### config.mk
export PLATFORM = sky130hd
export DESIGN_NAME = matrix_keypad_scanner
export DESIGN_NICKNAME = d
export VERILOG_FILES = /design/src/hw/rtl/mks_pkg.sv /design/src/hw/rtl/mks_step.sv /design/src/hw/rtl/matrix_keypad_scanner.sv
export SDC_FILE = /design/constraint.sdc
export NUM_CORES = 1
export LEC_CHECK = 0
export ABC_CLOCK_PERIOD_IN_PS = 1800
export BUFFER_PORTS_ARGS = -buffer_cell sky130_fd_sc_hd__buf_4
export CAP_MARGIN = 40
export CORE_MARGIN = 4
export CORE_UTILIZATION = 44
export CTS_CLUSTER_DIAMETER = 150
export CTS_CLUSTER_SIZE = 20
export DETAILED_ROUTE_END_ITERATION = 10
export PLACE_DENSITY_LB_ADDON = 0.3
export SYNTH_ARGS = -nofsm -noshare
export SYNTH_HDL_FRONTEND = slang
export SYNTH_SLANG_ARGS = --single-unit
### constraint.sdc
create_clock -name clk -period 1.8 [get_ports clk]
set_clock_uncertainty 0.1 [all_clocks]
set_input_delay 0.18 -clock clk [delete_from_list [all_inputs] [get_ports clk]]
set_output_delay 0.18 -clock clk [all_outputs]
set_load 0.01 [all_outputs]
### src/hw/rtl/mks_pkg.sv
// ----------------------------------------------------------------------------
// Keypad scanner package
// Shared types and constants for the 4x4 matrix keypad scanner.
// ----------------------------------------------------------------------------
package mks_pkg;

    localparam int NUM_COLUMNS = 4;
    localparam int NUM_ROWS    = 4;
    localparam int COL_W       = $clog2(NUM_COLUMNS);
    localparam int ROW_W       = $clog2(NUM_ROWS);
    localparam int KEY_W       = COL_W + ROW_W;
    localparam int S_TDATA_W   = 8;
    localparam int M_TDATA_W   = 16;

    typedef enum logic
    {
        CMD_SCAN     = 1'b0,
        CMD_DEBOUNCE = 1'b1
    } mks_cmd_t;

    typedef struct packed
    {
        logic [COL_W-1:0] scan_column;
        logic             held;
        logic [ROW_W-1:0] held_row;
        logic [KEY_W-1:0] key_index;
        logic             reported;
    } mks_state_t;

    typedef struct packed
    {
        logic [NUM_COLUMNS-1:0] column_drive;
        logic                   key_valid;
        logic [KEY_W-1:0]       key_value;
        logic                   busy_res;
    } mks_result_t;

endpackage

### src/hw/rtl/mks_step.sv
// ----------------------------------------------------------------------------
// Keypad scanner step
// Next-state and result logic for one scan or debounce tick.
// ----------------------------------------------------------------------------
module mks_step
(
    input  mks_pkg::mks_cmd_t                  cmd,
    input  logic [mks_pkg::NUM_ROWS-1:0]       row_levels,
    input  mks_pkg::mks_state_t                state,
    output mks_pkg::mks_state_t                state_next,
    output mks_pkg::mks_result_t               result
);
    import mks_pkg::*;

    logic             found;
    logic [ROW_W-1:0] hit_row;
    logic             valid;

    always_comb
    begin
        found   = 1'b0;
        hit_row = '0;
        for (int r = 0; r < NUM_ROWS; r++)
        begin
            if (!row_levels[r])
            begin
                found   = 1'b1;
                hit_row = ROW_W'(r);
            end
        end
    end

    always_comb
    begin
        state_next = state;
        valid      = 1'b0;
        case (cmd)
            CMD_SCAN:
            begin
                if (!state.held)
                begin
                    if (found)
                    begin
                        state_next.held      = 1'b1;
                        state_next.held_row  = hit_row;
                        state_next.key_index = {hit_row, state.scan_column};
                    end
                    else
                    begin
                        state_next.scan_column = state.scan_column + COL_W'(1);
                    end
                end
            end
            CMD_DEBOUNCE:
            begin
                if (state.held)
                begin
                    if (!row_levels[state.held_row])
                    begin
                        if (!state.reported)
                        begin
                            state_next.reported = 1'b1;
                            valid               = 1'b1;
                        end
                    end
                    else
                    begin
                        state_next.held     = 1'b0;
                        state_next.reported = 1'b0;
                    end
                end
            end
            default:
            begin
                state_next = state;
            end
        endcase
    end

    always_comb
    begin
        result.column_drive = NUM_COLUMNS'(1) << state_next.scan_column;
        result.key_valid    = valid;
        result.key_value    = valid ? ~state_next.key_index : '0;
        result.busy_res     = state_next.held;
    end

endmodule

### src/hw/rtl/matrix_keypad_scanner.sv
// ----------------------------------------------------------------------------
// Matrix keypad scanner
// 4x4 keypad scanner with debounce, one result transfer per tick transfer.
// ----------------------------------------------------------------------------
// Each tick transfer on the slave side yields exactly one result transfer on
// the master side. The block takes one tick per clock cycle while the master
// side accepts results. A tick is held in the input register while the
// single-pass step logic reads and writes the scanner state, and its result
// is captured in the result register, from which it transfers. A
// waiting result holds the input register, and the slave side stalls only
// when both registers are full. Column 0 is driven from reset, and the column
// drive in each result is the one in force after that tick.
// ----------------------------------------------------------------------------
module matrix_keypad_scanner
(
    input  logic                            clk,
    input  logic                            rst_n,
    input  logic                            s_tvalid,
    output logic                            s_tready,
    input  logic [mks_pkg::S_TDATA_W-1:0]   s_tdata,  // [3:0] row_levels, [7:4] zero
    input  logic                            s_tuser,  // [0] cmd
    output logic                            m_tvalid,
    input  logic                            m_tready,
    output logic [mks_pkg::M_TDATA_W-1:0]   m_tdata,  // [3:0] column_drive,
                                                      // [7:4] key_value,
                                                      // [8] busy_res, [15:9] zero
    output logic                            m_tuser   // [0] key_valid
);
    import mks_pkg::*;

    logic                in_valid_reg;
    logic                in_valid_next;
    mks_cmd_t            in_cmd_reg;
    logic [NUM_ROWS-1:0] in_rows_reg;
    logic                out_valid_reg;
    logic                out_valid_next;
    mks_result_t         out_reg;
    mks_state_t          state_reg;
    mks_state_t          state_next;
    mks_result_t         step_result;
    logic                advance;
    logic                load_in;
    logic                step_fire;

    assign advance   = !out_valid_reg || m_tready;
    assign s_tready  = !in_valid_reg || advance;
    assign load_in   = s_tvalid && s_tready;
    assign step_fire = in_valid_reg && advance;

    always_comb
    begin
        if (load_in)
            in_valid_next = 1'b1;
        else if (advance)
            in_valid_next = 1'b0;
        else
            in_valid_next = in_valid_reg;

        if (step_fire)
            out_valid_next = 1'b1;
        else if (m_tready)
            out_valid_next = 1'b0;
        else
            out_valid_next = out_valid_reg;
    end

    mks_step u_step
    (
        .cmd        (in_cmd_reg),
        .row_levels (in_rows_reg),
        .state      (state_reg),
        .state_next (state_next),
        .result     (step_result)
    );

    always_ff @(posedge clk or negedge rst_n)
    begin
        if (!rst_n)
        begin
            in_valid_reg  <= 1'b0;
            out_valid_reg <= 1'b0;
            state_reg     <= '0;
        end
        else
        begin
            in_valid_reg  <= in_valid_next;
            out_valid_reg <= out_valid_next;
            if (step_fire)
                state_reg <= state_next;
        end
    end

    always_ff @(posedge clk)
    begin
        if (load_in)
        begin
            in_cmd_reg  <= mks_cmd_t'(s_tuser);
            in_rows_reg <= s_tdata[NUM_ROWS-1:0];
        end
        if (step_fire)
            out_reg <= step_result;
    end

    assign m_tvalid = out_valid_reg;
    assign m_tuser  = out_reg.key_valid;
    assign m_tdata  = M_TDATA_W'({out_reg.busy_res, out_reg.key_value, out_reg.column_drive});

    a_reported_needs_held: assert property (@(posedge clk) disable iff (!rst_n)
        state_reg.reported |-> state_reg.held)
        else $error("reported set without a held key");

    a_valid_implies_busy: assert property (@(posedge clk) disable iff (!rst_n)
        (m_tvalid && m_tuser) |-> m_tdata[8])
        else $error("key reported while not busy");

    a_value_zero_when_idle: assert property (@(posedge clk) disable iff (!rst_n)
        (m_tvalid && !m_tuser) |-> (m_tdata[7:4] == 4'd0))
        else $error("key value not zero without a report");

    a_drive_onehot: assert property (@(posedge clk) disable iff (!rst_n)
        m_tvalid |-> $onehot(m_tdata[3:0]))
        else $error("column drive not one-hot");

    a_state_holds: assert property (@(posedge clk) disable iff (!rst_n)
        !step_fire |=> $stable(state_reg))
        else $error("state changed without a step");

endmodule
Word-level counts from Yosys, hierarchy flattened
Cells that the tools add are included.
- output and inout port bits: 19
- flip-flop bits (word level): 27
- word-level logic and storage cells: 54
- input bits: 13
- add/sub/neg operators: 1
- bitwise logic cells: 3
- reduce and logical (&&, ||, !) cells: 10
- shift-type cells: 1
- $lt $le $gt $ge: 1
- muxes and demuxes: 25
- operator list (kind ; number):
    1-bit 2-to-1 mux ; 16
    9-bit 2-to-1 mux ; 1
    2-bit 2-to-1 mux ; 4
    7-bit 2-to-1 mux ; 1
    4-bit 2-to-1 mux ; 1
    4-bit inverter ; 1
    4-bit AND reduction ; 1
    2-bit nonzero test ; 2
    1-bit by 2-bit << shifter with 4-bit output (first input constant) ; 1
    2-bit by 3-bit less-than comparator with 1-bit output (second input constant) ; 1
    3-bit AND reduction ; 1
    2-bit by 1-bit adder with 2-bit output (second input constant) ; 1
    1-bit binary-select mux with 2-bit select ; 1
    1-bit logical AND ; 2
    1-bit logical NOT ; 2
    1-bit logical OR ; 2
    1-bit inverter ; 2
    1-bit case mux with 2 select lines ; 1

Longest topological paths before layout
- depth in word-level cells: 8
- gate-level depth with buffers: 5
- mapped depth without buffers: 4

Hierarchy
From an unflattened synthesis, not the netlist that was laid out.
- cell total of the unflattened synthesis: 94
- area total of the unflattened synthesis: 1305.0 um^2
- modules (own cells, without submodules) (module ; cells an instance ; times used ; seq. area each (um^2) ; area an instance (um^2)):
    matrix_keypad_scanner ; 53 ; 1 ; 750.7 ; 1016.0
    mks_step ; 41 ; 1 ; 0.0 ; 289.0

Worst setup path before layout
OpenSTA, ideal clock, no wires.
- path type: register -> register
- start point: register in_rows_reg[3]
- end point: register out_reg (netlist bit m_tdata[4]), data pin
- arrival time: 1.371 ns
- cell stages (with the launch flop): 4
- clock period less this slack: 1.610 ns
- library setup time: 0.139 ns
- path buffers: 0
- data required time: 1.561 ns
- setup slack: 0.190 ns
- path through: edfxtp_1 > mux4_2 > or3_4 > nor2_1
- word-level cells in the longest chain between the ends: 5
- elaborated cells between the ends (all ways): 10
- those cells by class: 9 x mux; 1 x bitwise
- RTL lines (element ; line ; RTL):
    start: declaration ; matrix_keypad_scanner.sv:34 ; logic [NUM_ROWS-1:0] in_rows_reg;
    start signal: assignment ; matrix_keypad_scanner.sv:98 ; in_rows_reg <= s_tdata[NUM_ROWS-1:0];
    1-bit binary-select mux with 2-bit select / 1-bit 2-to-1 mux (equally long branches) ; mks_step.sv:58, mks_step.sv:25 ;
    1-bit 2-to-1 mux (implied by the code) / 7-bit 2-to-1 mux (equally long branches) ; mks_step.sv:58, mks_step.sv:42 ;
    1-bit 2-to-1 mux / 9-bit 2-to-1 mux (equally long branches) ; mks_step.sv:58, mks_step.sv:40 ;
    1-bit 2-to-1 mux / 4-bit 2-to-1 mux (equally long branches) ; mks_step.sv:56, mks_step.sv:37 ;
    1-bit 2-to-1 mux / 4-bit inverter (equally long branches) ; mks_step.sv:37, mks_step.sv:84 ;
    end signal: assignment ; matrix_keypad_scanner.sv:101 ; out_reg <= step_result;
    end: declaration ; matrix_keypad_scanner.sv:37 ; mks_result_t out_reg;
Parallel ways exist; a longest one is shown, timed or not. The select of a mux whose other input is x is not followed.
A chain may end at the register's enable or synchronous reset.

Worst setup path in the final report
- start point: register in_rows_reg[3]
- end point: register out_reg (netlist bit m_tdata[6]), data pin
- word-level cells in the longest chain between the ends: 5
- elaborated cells between the ends (all ways): 11
- those cells by class: 10 x mux; 1 x bitwise
- RTL lines (element ; line ; RTL):
    1-bit binary-select mux with 2-bit select, or another cell as far along ; mks_step.sv:58 ; if (!row_levels[state.held_row])
    1-bit 2-to-1 mux (implied by the code) / 7-bit 2-to-1 mux (equally long branches) ; mks_step.sv:58, mks_step.sv:42 ;
    1-bit 2-to-1 mux / 9-bit 2-to-1 mux (equally long branches) ; mks_step.sv:58, mks_step.sv:40 ;
    1-bit 2-to-1 mux / 4-bit 2-to-1 mux (equally long branches) ; mks_step.sv:56, mks_step.sv:37 ;
    1-bit 2-to-1 mux / 4-bit inverter (equally long branches) ; mks_step.sv:37, mks_step.sv:84 ;
Parallel ways exist; a longest one is shown, timed or not. The select of a mux whose other input is x is not followed.

==> impl_metrics.yaml <==
cts:
  cts-root-buf: "clkbuf_4"
  clk_pin_slew_ns: 0.14
  clock_latency_ns: 0.32
  ctsHtreeMaxLevel: 1
  clockBufferDepth: 2
  numCtsBuffers: 3
  tritoncts: "built"
  cts_sinks: 27
logic_synthesis:
  ys_ff_latch: 27
  synth_xor_area_share_pct: 2.32
  synth_top_family_by_area: "simple AND/OR/NAND/NOR gates"
  netlist_instances: 91
  ys_seq_area_share_pct: 66.2
  synth_ff_type: "edfxtp_1"
  synth_edf_count: 15
  synth-simple-area-share_pct: 14.5
  avgSynthCellArea_um2: 12.5
  synth_fa_ha_area_share_pct: 0
  synthMuxAreaShare_pct: 3.97
  synth_compound_area_share_pct: 5.08
  async_flop_share_pct: 44.4
  syn_area_um2: 1130
  yosys.cell_types.count: 23
  yosysWarnings: 0
route:
  drc: 0
  ant_nets: 0
  initialDrtViolationCount: 9
  wl_per_cell_um: 10.8
  dr.pass1.iters: 3
  vias_per_cell: 4.64
  routed_wl_mm: 1.64
  num_vias: 700
pwr:
  p_leak_nw: 0.610
  seqPwrFrac_pct: 60.3
  vdd_drop_max_mv: 0.565
  p_int_w: 0.00107
  power_switching_w: 0.000422
  combPwrFrac_pct: 22.6
  pwr-share-clk_pct: 17.1
  power_w: 0.00149
  power_density_nw_per_um2: 1070
  switching_share_pct: 28.3
worst_setup_path:
  worstPathArrival_ns: 1.83
  required_ns: 1.90
  end_kind: "flop"
  cp-start-kind: "flop"
  rrSetupSlack_ns: 0.06
  critPathKind: "reg2reg"
  worstPathMaxFanout: 5
placed_design:
  place_area_um2: 1290
  place.gp.congestion: 0.634
  post-dp-hpwl_mm: 1.22
  port-buffer-count: 20
  place_ws_ns: 0.0889
sta:
  setup_tns_ns: 0
  finalWorstSetupSlack_ns: 0.0626
  timing.final.crit_period_ns: 1.74
  rsz0062_at_grt: "false"
  fmax_mhz: 576
  slew_viol_final: 0
  post-route-period-util_pct: 96.5
  setup_violations: 0
  hold_viol: 0
grt:
  grt_pass1_wl_mm: 2.75
  track_usage_pct: 10.7
  grt_pass1_vias: 641
  antenna_found_initial: 0
  grt_overflow: 0
  grt_start_max_net_pins: 16
floorplanning:
  die_h_um: 58.8
  dieArea_um2: 3450
  start_util_pct: 45.8
  fp.coreArea_um2: 2480
  dieWidth_um: 58.8
  num_rows: 18
  pin_count: 32
layout:
  antenna_cells: 0
  n_fill_cell: 225
  layout_common_cells: "buf_4, edfxtp_1, dfrtp_1, nor2_1"
  nNetsFinal: 135
  mostFrequentLayoutCell: "buf_4"
  stdcell_area_um2: 1400
  fin_util_pct: 56.4
  drive_above_1_share_pct: 25.6
  syn_to_final_growth_pct: 23.2
min_path:
  hold_path_class: "in2reg"
job:
  drv_cap: 0
outcome:
  outcome: "finished, final reports clean"
path summary, 6_finish.rpt:
| path | from | to | depth (start not counted) |
|---|---|---|---|
| max | in_rows_reg[3] | m_tdata[6] | 3 |
| min | m_tready | in_valid_reg | 3 |
| max reg2reg | in_rows_reg[3] | m_tdata[6] | 3 |
| min reg2reg | state_reg[0] | state_reg[0] | 2 |
| max in group asynchronous | rst_n | asynchronous set/reset pin | 2 |
| min in group asynchronous | rst_n | state_reg[0] | 2 |
area by class of cell:
cell class	count	area (µm²)	share of cell area (%)
clock buffer	3	22.5	1.61
clock inverter	1	5.00	0.358
inverter	7	26.3	1.88
multi-input combinational	54	319	22.8
sequential	27	751	53.8
tap	30	37.5	2.69
timing repair buffer	29	235	16.8
power by group through the flow:
stage	sequential (W)	combinational [W]	clock (W)
2_1_floorplan	0.000905	0.000231	0
3_3_place_gp	0.000914	0.000316	0
3_5_place_dp	0.000918	0.000327	0
4_1_cts	0.000903	0.000340	0.000265
5_1_grt	0.000923	0.000380	0.000296
6_report	0.000901	0.000337	0.000256
kinds of logic (layout without fill, tap and decap cells):
kind of cell / after synthesis / count (layout)
AND/OR/NAND/NOR: 30 / 30
flip-flops: 27 / 27
buffers and inverters: 16 / 40
AO/OA/AOI/OAI: 11 / 11
XOR/XNOR: 3 / 3
multiplexers: 3 / 3
other: 1 / 7
repair_timing:
item	in CTS	in global routing
endpoints found under the hold margin	18	0
setup buffers	0	1
endpoints found under the setup margin	0	1
hold buffers	7	0
gates resized for setup	0	0
metrics by stage:
stage,hold slack (ns),instances
final,0.0573,151
after global routing,0.0526,151
after CTS,0.0492,150
after detailed placement,-0.0704,139
after global placement,-0.0716,139
after floorplan,-0.216,97
synth_stat cells (all sizes together) (2+ instances only):
library cell	count	share of area (%)
a21oi	6	2.6
a31oi	2	1.1
and2	2	1.1
buf	7	4.6
clkbuf	2	0.66
dfrtp	12	26
edfxtp	15	40
inv	7	2.3
mux2	2	2.0
nand2	5	1.7
nand2b	4	2.2
nand3	2	0.88
nand3b	2	1.3
nand4	3	1.7
nor2	8	2.6
o21ai	3	1.3
or3	2	1.5
xnor2	3	2.3
critical path, cell delays in order (launching register included):
cell and delay, ns:
edfxtp_1 0.45, mux4_2 0.54, or3_4 0.42, nor2_1 0.10
metal layers:
layer / share of wire (%) / vias to the layer above / GRT usage (%) / wire [µm]
met5: 0 / - / 0 / 0
met4: 1.6 / 0 / 6.80 / 26
met3: 7.1 / 4 / 2.63 / 117
met2: 51 / 24 / 18.1 / 830
met1: 40 / 314 / 11.9 / 662
li1: - / 358 / - / -
No activity file was read; power rests on OpenSTA's default activity.
